### src/sv/kmrb_pkg.sv
// ----------------------------------------------------------------------------
// kmrb_pkg
// Shared types, constants and key map tables for the keyboard report builder.
// ----------------------------------------------------------------------------
package kmrb_pkg;

  localparam int MATRIX_ROWS    = 6;
  localparam int MATRIX_COLUMNS = 14;
  localparam int ROLL_SLOTS     = 6;
  localparam int REPORT_SLOTS   = 6;
  localparam int KEY_COUNT      = MATRIX_ROWS * MATRIX_COLUMNS;
  localparam int KEY_W          = $clog2(KEY_COUNT);
  localparam int ROM_SIZE       = 84;

  localparam logic [7:0] HID_SEMICOLON = 8'h33;

  localparam logic [1:0] LAYER_BASE = 2'd1;
  localparam logic [1:0] LAYER_FN   = 2'd2;
  localparam logic [1:0] LAYER_SEMI = 2'd3;

  localparam logic [2:0] MACRO_NONE    = 3'd0;
  localparam logic [2:0] MACRO_BRACKET = 3'd1;
  localparam logic [2:0] MACRO_QUOTE   = 3'd2;
  localparam logic [2:0] MACRO_BRACE   = 3'd3;
  localparam logic [2:0] MACRO_NEWLINE = 3'd4;
  localparam logic [2:0] MACRO_BOOT    = 3'd5;

  // keys whose held level is mirrored in flops
  localparam int SP_FN_A    = 0;
  localparam int SP_FN_B    = 1;
  localparam int SP_BRACKET = 2;
  localparam int SP_QUOTE   = 3;
  localparam int SP_BRACE   = 4;
  localparam int SP_NEWLINE = 5;
  localparam int SP_BOOT    = 6;
  localparam int SP_COUNT   = 7;

  localparam logic [6:0] SPECIAL_POS [SP_COUNT] = '{
    7'(0*6+0), 7'(6*6+0), 7'(1*6+0), 7'(2*6+0), 7'(3*6+0), 7'(4*6+0), 7'(0*6+3)
  };

  localparam logic [7:0] ROM_BASE [ROM_SIZE] = '{
    8'd0,   8'h02, 8'h01, 8'd43, 8'd46, 8'd0,
    8'd80,  8'd29, 8'd4,  8'd20, 8'd30, 8'd0,
    8'd82,  8'd27, 8'd22, 8'd26, 8'd31, 8'd0,
    8'd81,  8'd6,  8'd7,  8'd8,  8'd32, 8'd0,
    8'h08,  8'd25, 8'd9,  8'd21, 8'd33, 8'd0,
    8'd42,  8'd5,  8'd10, 8'd23, 8'd34, 8'd0,
    8'd0,   8'd40, 8'h40, 8'd41, 8'd0,  8'd0,
    8'd44,  8'd17, 8'd11, 8'd28, 8'd35, 8'd0,
    8'd80,  8'd16, 8'd13, 8'd24, 8'd36, 8'd0,
    8'd81,  8'd54, 8'd14, 8'd12, 8'd37, 8'd0,
    8'd82,  8'd55, 8'd15, 8'd18, 8'd38, 8'd0,
    8'd79,  8'd56, 8'd51, 8'd19, 8'd39, 8'd0,
    8'd101, 8'h20, 8'd52, 8'd47, 8'd45, 8'd0,
    8'd0,   8'd0,  8'd0,  8'd0,  8'd0,  8'd0
  };

  // function and semicolon layers share one table
  localparam logic [7:0] ROM_UPPER [ROM_SIZE] = '{
    8'd0,   8'h02, 8'h01, 8'd0,   8'd69, 8'd0,
    8'd0,   8'd29, 8'd129, 8'd49, 8'd58, 8'd0,
    8'd0,   8'd27, 8'd128, 8'd53, 8'd59, 8'd0,
    8'd0,   8'd6,  8'd76,  8'd8,  8'd60, 8'd0,
    8'd0,   8'd25, 8'd127, 8'd21, 8'd61, 8'd0,
    8'd42,  8'd5,  8'd10,  8'd23, 8'd62, 8'd0,
    8'd0,   8'd40, 8'h40,  8'd41, 8'd0,  8'd0,
    8'd44,  8'd74, 8'd80,  8'd28, 8'd63, 8'd0,
    8'd80,  8'd78, 8'd81,  8'd70, 8'd64, 8'd0,
    8'd81,  8'd75, 8'd82,  8'd71, 8'd65, 8'd0,
    8'd82,  8'd77, 8'd79,  8'd72, 8'd66, 8'd0,
    8'd79,  8'd56, 8'd51,  8'd19, 8'd67, 8'd0,
    8'd101, 8'h20, 8'd52,  8'd48, 8'd68, 8'd0,
    8'd0,   8'd0,  8'd0,   8'd0,  8'd0,  8'd0
  };

  typedef struct packed {
    logic [6:0] key_index;
    logic       key_level;
  } key_item_t;

  typedef struct packed {
    logic [7:0] code_slot0;
    logic [7:0] code_slot1;
    logic [7:0] code_slot2;
    logic [7:0] code_slot3;
    logic [7:0] code_slot4;
    logic [7:0] code_slot5;
    logic [7:0] modifier_bits;
    logic [2:0] macro_code;
    logic       last_of_run;
  } report_t;

  function automatic logic [7:0] rom_read(input logic [1:0] layer, input logic [6:0] pos);
    logic [7:0] val;
    val = 8'd0;
    if (32'(pos) < ROM_SIZE) begin
      val = (layer == LAYER_BASE) ? ROM_BASE[pos] : ROM_UPPER[pos];
    end
    return val;
  endfunction

  function automatic logic is_mod_key(input logic [6:0] pos);
    return pos inside {7'd0, 7'd1, 7'd2, 7'd24, 7'd36, 7'd38, 7'd72, 7'd73};
  endfunction

  function automatic report_t pack_report(input logic [REPORT_SLOTS-1:0][7:0] codes,
                                          input logic [7:0] mods,
                                          input logic [2:0] macro,
                                          input logic last);
    report_t r;
    r.code_slot0    = codes[0];
    r.code_slot1    = codes[1];
    r.code_slot2    = codes[2];
    r.code_slot3    = codes[3];
    r.code_slot4    = codes[4];
    r.code_slot5    = codes[5];
    r.modifier_bits = mods;
    r.macro_code    = macro;
    r.last_of_run   = last;
    return r;
  endfunction

endpackage

### src/sv/kmrb_ram.sv
// ----------------------------------------------------------------------------
// kmrb_ram
// Generic single write port, single read port RAM with registered read.
// ----------------------------------------------------------------------------
module kmrb_ram #(
  parameter int WIDTH = 1,
  parameter int DEPTH = 84,
  parameter int AW    = (DEPTH > 1) ? $clog2(DEPTH) : 1
) (
  input  logic             clk,
  input  logic             we,
  input  logic [AW-1:0]    waddr,
  input  logic [WIDTH-1:0] wdata,
  input  logic             re,
  input  logic [AW-1:0]    raddr,
  output logic [WIDTH-1:0] rdata
);

  logic [WIDTH-1:0] mem [DEPTH];

  always_ff @(posedge clk) begin
    if (we) begin
      mem[waddr] <= wdata;
    end
    if (re) begin
      rdata <= mem[raddr];
    end
  end

endmodule

### src/sv/keyboard_matrix_report_builder_top.sv
// ----------------------------------------------------------------------------
// keyboard_matrix_report_builder_top
// Turns scanned key levels into HID keyboard reports with layers and macros.
// ----------------------------------------------------------------------------
// Each beat on the key channel carries one scanned key level. The held map
// lives in a small RAM: the key is looked up in the cycle it is accepted and
// the press or release is worked out in the update stage, so a new item can
// be taken every cycle while the report side keeps up. A semicolon tap gives
// two report beats, which holds the update stage while the second beat
// waits; otherwise the sustained rate is one item per cycle while the
// report side keeps up. Out of range keys and unchanged levels produce no
// beat. Held map entries that were never written read as released through
// per-entry valid flops, so no clearing pass is needed after reset.
// ----------------------------------------------------------------------------
module keyboard_matrix_report_builder_top
  import kmrb_pkg::*;
(
  input  logic      clk,
  input  logic      rst,
  input  logic      key_valid,
  output logic      key_ready,
  input  key_item_t key_item,
  output logic      report_valid,
  input  logic      report_ready,
  output report_t   report
);

  // ---------------- lookup stage ----------------
  logic             s1_valid;
  logic [6:0]       s1_key;
  logic             s1_down;
  logic             s1_in_range;
  logic             s1_vbit;
  logic             s1_hit;
  logic             s1_fwd;
  logic             s1_fire;
  logic             ram_q;
  logic [KEY_COUNT-1:0] map_written;

  // update stage write port
  logic             map_we;
  logic             key_accept;
  logic             in_range;

  // ---------------- block state ----------------
  logic [ROLL_SLOTS-1:0][6:0]   queue, queue_next;
  logic [7:0]                   mods, mods_next;
  logic                         semi_held, semi_held_next;
  logic                         semi_used, semi_used_next;
  logic [1:0]                   layer, layer_next;
  logic [REPORT_SLOTS-1:0][7:0] sent_codes, sent_codes_next;
  logic [7:0]                   sent_mods, sent_mods_next;
  logic [SP_COUNT-1:0]          special, special_next;

  // ---------------- output stage ----------------
  logic    pend_valid;
  report_t pend_report;
  logic [1:0] nres;
  report_t res0, res1;

  assign key_accept = key_valid && key_ready;
  assign key_ready  = !s1_valid || s1_fire;
  assign in_range   = 32'(key_item.key_index) < KEY_COUNT;

  kmrb_ram #(
    .WIDTH (1),
    .DEPTH (KEY_COUNT)
  ) u_map (
    .clk   (clk),
    .we    (map_we),
    .waddr (s1_key[KEY_W-1:0]),
    .wdata (s1_down),
    .re    (key_accept),
    .raddr (key_item.key_index[KEY_W-1:0]),
    .rdata (ram_q)
  );

  always_ff @(posedge clk) begin
    if (rst) begin
      s1_valid <= 1'b0;
    end else if (key_ready) begin
      s1_valid <= key_valid;
    end
  end

  // payload of the lookup stage, plus forwarding of a write landing this cycle
  always_ff @(posedge clk) begin
    if (key_accept) begin
      s1_key      <= key_item.key_index;
      s1_down     <= key_item.key_level;
      s1_in_range <= in_range;
      s1_vbit     <= in_range ? map_written[key_item.key_index[KEY_W-1:0]] : 1'b0;
      s1_hit      <= map_we && (s1_key == key_item.key_index);
      s1_fwd      <= s1_down;
    end
  end

  always_ff @(posedge clk) begin
    if (rst) begin
      map_written <= '0;
    end else if (map_we) begin
      map_written[s1_key[KEY_W-1:0]] <= 1'b1;
    end
  end

  // update stage may run when the output side has room for two beats
  assign s1_fire = s1_valid && !pend_valid && (!report_valid || report_ready);

  // ---------------- press / release handling ----------------
  always_comb begin
    logic                         held_now;
    logic                         change;
    logic                         is_semi;
    logic                         do_emit;
    logic                         found;
    logic [ROLL_SLOTS:0][6:0]     q_shift;
    logic [ROLL_SLOTS:0][6:0]     q_ext;
    logic [2:0]                   macro;
    logic [REPORT_SLOTS-1:0][7:0] codes;
    logic [REPORT_SLOTS-1:0][7:0] zero_codes;

    held_now  = s1_hit ? s1_fwd : (s1_vbit & ram_q);
    change    = s1_in_range && (held_now != s1_down);
    is_semi   = rom_read(layer, s1_key) == HID_SEMICOLON;
    do_emit   = 1'b0;
    found     = 1'b0;
    q_shift   = {queue, s1_key};
    q_ext     = {7'd0, queue};
    macro     = MACRO_NONE;
    codes     = '0;
    zero_codes = '0;

    queue_next      = queue;
    mods_next       = mods;
    semi_held_next  = semi_held;
    semi_used_next  = semi_used;
    layer_next      = layer;
    sent_codes_next = sent_codes;
    sent_mods_next  = sent_mods;
    special_next    = special;
    nres            = 2'd0;
    res0            = pack_report(zero_codes, 8'd0, MACRO_NONE, 1'b1);
    res1            = res0;

    map_we = s1_fire && change;

    if (change) begin
      for (int s = 0; s < SP_COUNT; s++) begin
        if (s1_key == SPECIAL_POS[s]) begin
          special_next[s] = s1_down;
        end
      end

      if (s1_down) begin
        if (is_semi) begin
          semi_held_next = 1'b1;
          semi_used_next = 1'b0;
        end else begin
          if (semi_held) begin
            semi_used_next = 1'b1;
          end
          if (is_mod_key(s1_key)) begin
            mods_next = mods | ROM_BASE[s1_key];
          end else begin
            queue_next = q_shift[ROLL_SLOTS-1:0];
          end
          do_emit = 1'b1;
        end
      end else begin
        if (is_semi) begin
          semi_held_next = 1'b0;
          if (!semi_used) begin
            // tap: semicolon beat, then the same report with slot 0 cleared
            codes           = sent_codes;
            codes[0]        = HID_SEMICOLON;
            res0            = pack_report(codes, sent_mods, MACRO_NONE, 1'b0);
            codes[0]        = 8'd0;
            res1            = pack_report(codes, sent_mods, MACRO_NONE, 1'b1);
            sent_codes_next = codes;
            nres            = 2'd2;
          end
        end else begin
          if (is_mod_key(s1_key)) begin
            mods_next = mods & ~rom_read(layer, s1_key);
          end else begin
            // first match and everything behind it moves up one slot
            for (int j = 0; j < ROLL_SLOTS; j++) begin
              if (queue[j] == s1_key) begin
                found = 1'b1;
              end
              if (found) begin
                queue_next[j] = q_ext[j+1];
              end
            end
          end
          do_emit = 1'b1;
        end
      end
    end

    if (do_emit) begin
      if (special_next[SP_FN_A] || special_next[SP_FN_B]) begin
        layer_next = LAYER_FN;
      end else if (semi_held_next) begin
        layer_next = LAYER_SEMI;
      end else begin
        layer_next = LAYER_BASE;
      end

      if (layer_next == LAYER_FN) begin
        if (special_next[SP_BRACKET]) begin
          macro = MACRO_BRACKET;
        end else if (special_next[SP_QUOTE]) begin
          macro = MACRO_QUOTE;
        end else if (special_next[SP_BRACE]) begin
          macro = MACRO_BRACE;
        end else if (special_next[SP_NEWLINE]) begin
          macro = MACRO_NEWLINE;
        end else if (special_next[SP_BOOT]) begin
          macro = MACRO_BOOT;
        end
      end

      nres = 2'd1;
      if (macro != MACRO_NONE) begin
        // the bootloader code leaves the last report untouched
        if (macro != MACRO_BOOT) begin
          sent_codes_next = '0;
          sent_mods_next  = 8'd0;
        end
        res0 = pack_report(zero_codes, 8'd0, macro, 1'b1);
      end else begin
        for (int i = 0; i < REPORT_SLOTS; i++) begin
          if (i < ROLL_SLOTS) begin
            codes[i] = rom_read(layer_next, queue_next[i]);
          end
        end
        sent_codes_next = codes;
        sent_mods_next  = mods_next;
        res0 = pack_report(codes, mods_next, MACRO_NONE, 1'b1);
      end
    end
  end

  always_ff @(posedge clk) begin
    if (rst) begin
      queue      <= '0;
      mods       <= 8'd0;
      semi_held  <= 1'b0;
      semi_used  <= 1'b0;
      layer      <= LAYER_BASE;
      sent_codes <= '0;
      sent_mods  <= 8'd0;
      special    <= '0;
    end else if (s1_fire) begin
      queue      <= queue_next;
      mods       <= mods_next;
      semi_held  <= semi_held_next;
      semi_used  <= semi_used_next;
      layer      <= layer_next;
      sent_codes <= sent_codes_next;
      sent_mods  <= sent_mods_next;
      special    <= special_next;
    end
  end

  // ---------------- output register and second-beat slot ----------------
  // the update stage only fires with no second beat waiting, so a fire
  // replaces whatever the output register is handing off this cycle
  always_ff @(posedge clk) begin
    if (rst) begin
      report_valid <= 1'b0;
      pend_valid   <= 1'b0;
    end else if (s1_fire) begin
      report_valid <= (nres != 2'd0);
      pend_valid   <= (nres == 2'd2);
    end else if (report_valid && report_ready) begin
      report_valid <= pend_valid;
      pend_valid   <= 1'b0;
    end
  end

  always_ff @(posedge clk) begin
    if (s1_fire) begin
      report      <= res0;
      pend_report <= res1;
    end else if (report_valid && report_ready && pend_valid) begin
      report <= pend_report;
    end
  end

  // ---------------- checks ----------------
  a_pend_behind_out: assert property (@(posedge clk) disable iff (rst)
    pend_valid |-> report_valid)
    else $error("second beat waiting without a first beat");

  a_pend_first_not_last: assert property (@(posedge clk) disable iff (rst)
    pend_valid |-> !report.last_of_run)
    else $error("first beat of a tap marked as last of run");

  a_ready_when_empty: assert property (@(posedge clk) disable iff (rst)
    !s1_valid |-> key_ready)
    else $error("key channel stalled with empty update stage");

  a_tap_beat_order: assert property (@(posedge clk) disable iff (rst)
    (report_valid && report_ready && pend_valid) |=> (report_valid && report.last_of_run))
    else $error("second beat of a tap lost");

endmodule
### config.mk
export PLATFORM = sky130hd
export DESIGN_NAME = keyboard_matrix_report_builder_top
export DESIGN_NICKNAME = d
export VERILOG_FILES = /design/src/sv/kmrb_pkg.sv /design/src/sv/kmrb_ram.sv /design/src/sv/keyboard_matrix_report_builder_top.sv
export SDC_FILE = /design/constraint.sdc
export NUM_CORES = 2
export LEC_CHECK = 0
export ABC_CLOCK_PERIOD_IN_PS = 8200
export BUFFER_PORTS_ARGS = -buffer_cell sky130_fd_sc_hd__clkbuf_2
export CORE_MARGIN = 4
export CORE_UTILIZATION = 25
export CTS_BUF_LIST = sky130_fd_sc_hd__clkbuf_4 sky130_fd_sc_hd__clkbuf_8
export DETAILED_ROUTE_END_ITERATION = 7
export PLACE_DENSITY_LB_ADDON = 0.15
export SLEW_MARGIN = 30
export SYNTH_ARGS = -nofsm -noshare
export SYNTH_HDL_FRONTEND = slang
export SYNTH_SLANG_ARGS = --single-unit
### constraint.sdc
create_clock -name clk -period 8.2 [get_ports clk]
set_clock_uncertainty 0.05 [all_clocks]
set_input_delay 0.82 -clock clk [delete_from_list [all_inputs] [get_ports clk]]
set_output_delay 0.82 -clock clk [all_outputs]
set_load 0.1 [all_outputs]
Word level (Yosys, flattened, before mapping)

Memory sizes are Yosys's and may differ from the RTL's. A register that Yosys moved wholly into a read port is not among the register bits.
Index checks and enable logic that the tools add are counted.

Register bits after elaboration: 336
Bits in latches: 0
RAM bits: 84
ROM bits: 14336
Bits of input ports: 12
Output and inout port bits: 62
Logic and storage cells: 299
Memories: 15

Add/sub/neg operators: 0
Multipliers: 0
Div/mod/pow operators: 0
Order comparisons: 18
Equal/unequal tests: 26
Shift-type cells: 0
Multiplexer cells: 153
Bitwise gates (word level): 14
Reduce and logical (&&, ||, !) cells: 27

Memory list:

| name            | depth | bits a word | rd ports | clocked after Yosys merged registers in | wr ports | line           | RTL |
|---|---|---|---|---|---|---|---|
| (no name shown) | 128   | 8           | 1        | 0                                       | 0        | kmrb_pkg.sv:98 | `val = (layer == LAYER_BASE) ? ROM_BASE[pos] : ROM_UPPER[pos];` |
| (no name shown) | 128   | 8           | 1        | 0                                       | 0        | kmrb_pkg.sv:98 |  |
| (no name shown) | 128   | 8           | 1        | 0                                       | 0        | kmrb_pkg.sv:98 |  |
| (no name shown) | 128   | 8           | 1        | 0                                       | 0        | kmrb_pkg.sv:98 |  |
| (no name shown) | 128   | 8           | 1        | 0                                       | 0        | kmrb_pkg.sv:98 |  |
| (no name shown) | 128   | 8           | 1        | 0                                       | 0        | kmrb_pkg.sv:98 |  |
| +9 memories     | n/a   | n/a         | n/a      | n/a                                     | n/a      | n/a            |  |

Operators by type and width:

| cell                                               | count |
|---|---|
| 2-to-1 mux 8 bit                                   | 58 |
| 2-to-1 mux 42 bit                                  | 6 |
| 2-to-1 mux 60 bit                                  | 4 |
| 2-to-1 mux 58 bit                                  | 4 |
| 2-to-1 mux 48 bit                                  | 3 |
| OR 84 bit                                          | 1 |
| >= comparator 8 bit, second input constant         | 7 |
| < comparator 7 bit, second input constant          | 8 |
| NOT 7 -> 8 bit                                     | 7 |
| 2-to-1 mux 1 bit                                   | 54 |
| == test 7 bit                                      | 7 |
| 2-to-1 mux 7 bit                                   | 7 |
| 2-to-1 mux 3 bit                                   | 7 |
| < comparator 7 x 8 -> 1 bit, second input constant | 2 |
| 2-to-1 mux 2 bit                                   | 8 |
| == test 7 x 2 -> 1 bit, second input constant      | 2 |
| == test 7 x 5 -> 1 bit, second input constant      | 2 |
| == test 7 x 6 -> 1 bit, second input constant      | 2 |
| == test 7 bit, second input constant               | 2 |
| logical AND 1 bit                                  | 9 |
| bitwise AND 8 bit                                  | 1 |
| == test 8 x 6 -> 1 bit, second input constant      | 1 |
| NOT 8 bit                                          | 1 |
| OR 8 bit                                           | 1 |
| 24 further kinds                                   | 34 |

Logic depth before layout (Yosys ltp)

Word-level depth: 49
Gate-level depth with buffers: 28
Gate-level depth less buffers: 21

Cells and area by module

A second synthesis with hierarchy kept.

Cells, all modules: 3828
Area, all modules: 30890.9 um2

Modules (own cells, without submodules):

| module                             | times used | cells an instance | area an instance (um2) | sequential area each (um2) |
|---|---|---|---|---|
| keyboard_matrix_report_builder_top | 1          | 3553              | 27028.4                | 7527.2 |
| kmrb_ram                           | 1          | 275               | 3862.5                 | 2552.4 |

Worst setup path after synthesis

OpenSTA, ideal clock, no wires.

Path type: reg2reg
Start point: reg s1_key[0]
End point: reg report[57] (netlist name) (data pin)
Library setup time: 0.135 ns
Arrival: 5.976 ns
Required time: 8.015 ns
Path slack: 2.039 ns
Stages on the path, launching flop included: 27
Buffers on the path: 8
Period minus slack after synthesis: 6.161 ns
Cells stage by stage: edfxtp_1 > buf_1 > inv_1 > clkbuf_1 > ha_1 > clkbuf_1 > nand2_1 > nand3_1 > a31oi_1 > o311ai_1 > o211ai_2 > or3_4 > buf_6 > buf_6 > o21ai_4 > o22a_1 > clkbuf_1 > inv_1 > ha_1 > clkbuf_1 > clkbuf_1 > nand2_1 > a2111oi_2 > a211oi_1 > a311oi_1 > o21ai_1 > nand3_1

RTL lines:

| what                     | line                                      | RTL |
|---|---|---|
| start: declaration       | keyboard_matrix_report_builder_top.sv:30  | `logic [6:0] s1_key;` |
| start signal: assignment | keyboard_matrix_report_builder_top.sv:89  | `s1_key <= key_item.key_index;` |
| end signal: assignment   | keyboard_matrix_report_builder_top.sv:285 | `report <= res0;` |
| end signal: assignment   | keyboard_matrix_report_builder_top.sv:288 | `report <= pend_report;` |
| end: declaration         | keyboard_matrix_report_builder_top.sv:25  | `output report_t report` |

==> impl_metrics.tcl <==
set metrics [dict create \
    yosysTopAreaCell "edfxtp_1" \
    cts.clk_slew.worst_paths_ns 0.06 \
    synth_flop_cell "edfxtp_1" \
    dp_hpwl_mm 94.1 \
    setup_viol 0 \
    peakVddDrop_mv 0.0885 \
    initial_core_util 0.252 \
    postCtsSetupBuffers 0 \
    reg2reg_from "s1_key[1]" \
    crit_path_end_kind "flip-flop" \
    synth_warnings 0 \
    io_buffers 73 \
    tightest_slew_ns 0.995 \
    async_flop_share 0 \
    finalMaxSlewViolations 0 \
    maxSlewHeadroom 0.334 \
    min_period_ns 7.41 \
    cts_buffers 75 \
    yosysMostFrequentCell "nor2_1" \
    cts_tree "done" \
    hold_end "s1_down" \
    cts_root_buffer "clkbuf_8" \
    nets 3834 \
    startpoint_type "flip-flop" \
    clock_sinks 401 \
    post_drt_wl_per_cell_um 25.3 \
    ant_nets 0 \
    drive_gt1_frac 0.141 \
    setup_tns_ns 0 \
    firstDrtPassIters 8 \
    ys_top_cells_by_area "edfxtp_1 20%, dfxtp_1 13%, nor2_1 6.2%" \
    synth_top_area_frac 0.197 \
    power.density_nw_per_um2 171 \
    timing.rr.end "report[39]" \
    hold-worst-slack_ns 0.237 \
    grt_max_degree 88 \
    htreeDepth 3 \
    hold_viol_final 0 \
    ys_ff_latch 401 \
    max-cap-violations 0 \
    total_leakage_power_uw 0.0117 \
    syn_avg_cell_area_sq_um 8.16 \
    drt-vias-per-instance 5.82 \
    cts_resized 0 \
    grt_pass1_vias 30500 \
    synth_cell_types 119 \
    critPathMaxFanout 15 \
    synth-edff-count 205 \
    dieArea_sq_um 131000 \
    crit_type "flip-flop to flip-flop" \
    synth_commonest_cells "513 x nor2_1, 409 x nand2_1, 294 x a21oi_1" \
    synthXorXnorAreaFrac 0.0188 \
    grt_pass1_wl_mm 206 \
    routed_wl_mm 138 \
    place.gp.congestion 0.954 \
    status "completed" \
    critPathLaunch "s1_key[1]" \
    die_w_um 362 \
    hold_depth 1 \
    syn_inst 3834 \
    antenna_found_initial 2 \
    r2r_cells 22 \
    core-area_sq_um 124000 \
    grt_overflow 0 \
    die_h_um 362 \
    rows 129 \
    vias 31700 \
    cts_hold_buffers 0 \
    synth_nets 3915 \
    syn_area_sq_um 31300 \
    ctsLongestPathBuffers 3 \
    min_from "key_item[0]" \
    area_growth_pct 11.4 \
    max_freq_mhz 135 \
    synthSimpleGateAreaFrac 0.206 \
    synth_fa_ha_area_frac 0.0276 \
    clkLatencyLatePin_ns 0.77 \
    io-pin-count 74 \
    hold_class "input port to flip-flop" \
    cp_data_required_time_ns 8.74 \
    synth_top_family_by_area "compound AO/OA/AOI/OAI gates" \
    rsz0062_at_grt "no" \
    cp.arrival_ns 7.95 \
    synthMuxAreaShare 0.0573 \
    remaining_drc_errors 0 \
    r2r_setup_slack_ns 0.79 \
    seq_area_frac_synth 0.322 \
    drt_iter0_drc 3637 \
    grt.total_usage 0.202 \
    synth_compound_area_frac 0.306 \
    min_period_over_period 0.904 \
]
layout make-up:
type,count,area [sq um]
clock buffers,114,1410
repair buffers,201,1400
inverters,59,223
flip-flops and latches,401,10100
multi-input cells,3015,19400
fillers,13500,89100
clock inverters,24,273
well taps,1637,2050
diodes,1,2.50
registers in the layout, summed over array words and instances (netlist names):
| name | count |
|---|---|
| layer | 2 |
| map_written | 84 |
| mods | 8 |
| pend_report | 48 |
| pend_valid | 1 |
| queue | 42 |
| report | 60 |
| report_valid | 1 |
| s1_down | 1 |
| s1_fwd | 1 |
| s1_hit | 1 |
| s1_in_range | 1 |
| s1_key | 7 |
| s1_valid | 1 |
| s1_vbit | 1 |
| semi_held | 1 |
| semi_used | 1 |
| sent_codes | 40 |
| sent_mods | 8 |
| special | 7 |
| u_map.mem | 84 |
| u_map.rdata | 1 |
per-stage QoR:
stage	utilization	total power, uW	worst slack, ns	instances	instance area (sq um)
after CTS	0.281	6010	0.972	5450	34800
after global routing	0.281	6230	0.454	5452	34800
after detailed placement	0.267	3790	0.976	5312	33100
final	0.281	5960	0.785	5452	34800
after floorplan	-	3320	2.04	3834	31300
after global placement	0.267	3810	0.779	5310	33100
kinds of logic after synthesis:
kind of cell             after synthesis
AO/OA/AOI/OAI                       1359
XOR/XNOR                              67
adder cells (fa/ha/maj)               69
buffers and inverters                418
flip-flops                           401
multiplexers                         116
AND/OR/NAND/NOR                     1404
worst max path at each step:
stage | end | cells past startpoint
2_1_floorplan | report[57] | 26
3_3_place_gp | report[39] | 22
3_5_place_dp | report[39] | 22
4_1_cts | report[39] | 22
5_1_grt | report[39] | 22
6_report | report[39] | 22
worst max-delay path: stages, from the launching register on:
cell and delay (ns):
edfxtp_1 0.58, inv_1 0.24, ha_1 0.74, nor2_1 0.15, a211oi_1 0.35, a211oi_1 0.09
o311ai_0 0.60, o32a_2 0.32, nor3_4 0.12, buf_4 0.22, a21boi_2 0.49, o2bb2ai_2 0.12
buf_4 0.22, inv_2 0.19, ha_1 0.51, clkinv_1 0.44, nor3_1 0.59, a21oi_1 0.10
nand2b_1 0.18, a32oi_1 0.27, a311o_1 0.25, o211ai_1 0.18, o211ai_1 0.22
layout by cell type, fill, tap and decap left out, drive strengths merged, types with 24 or more instances in the layout:
| cell type | instances |
|---|---|
| a221oi | 44 |
| o211ai | 79 |
| or3 | 25 |
| nand3 | 93 |
| buf | 130 |
| a22oi | 28 |
| a2111oi | 24 |
| a21oi | 299 |
| o221ai | 27 |
| a31oi | 62 |
| inv | 59 |
| nor2 | 522 |
| mux4 | 49 |
| dfxtp | 196 |
| nand3b | 33 |
| xor2 | 24 |
| and2 | 74 |
| nand2b | 33 |
| xnor2 | 43 |
| nor3 | 80 |
| clkbuf | 185 |
| edfxtp | 205 |
| nor4 | 28 |
| mux2i | 53 |
| o22ai | 39 |
| nand2 | 412 |
| o21ai | 275 |
| a32oi | 27 |
| o31ai | 36 |
| o311ai | 30 |
| a211oi | 115 |
| ha | 69 |
| a311oi | 25 |
power breakdown:
part	total (uW)	switching, uW	internal [uW]
Sequential	2210	43.3	2160
Clock	2180	967	1210
Combinational	1580	1140	439
routing by layer:
metal | GRT usage | up-vias | share of wire
li1 | - | 14300 | -
met1 | 0.280 | 15600 | 0.45
met2 | 0.316 | 1560 | 0.44
met3 | 0.0318 | 277 | 0.072
met4 | 0.0796 | 0 | 0.039
met5 | 0 | - | 0
Note: power is estimated with default switching activity, not from simulation.
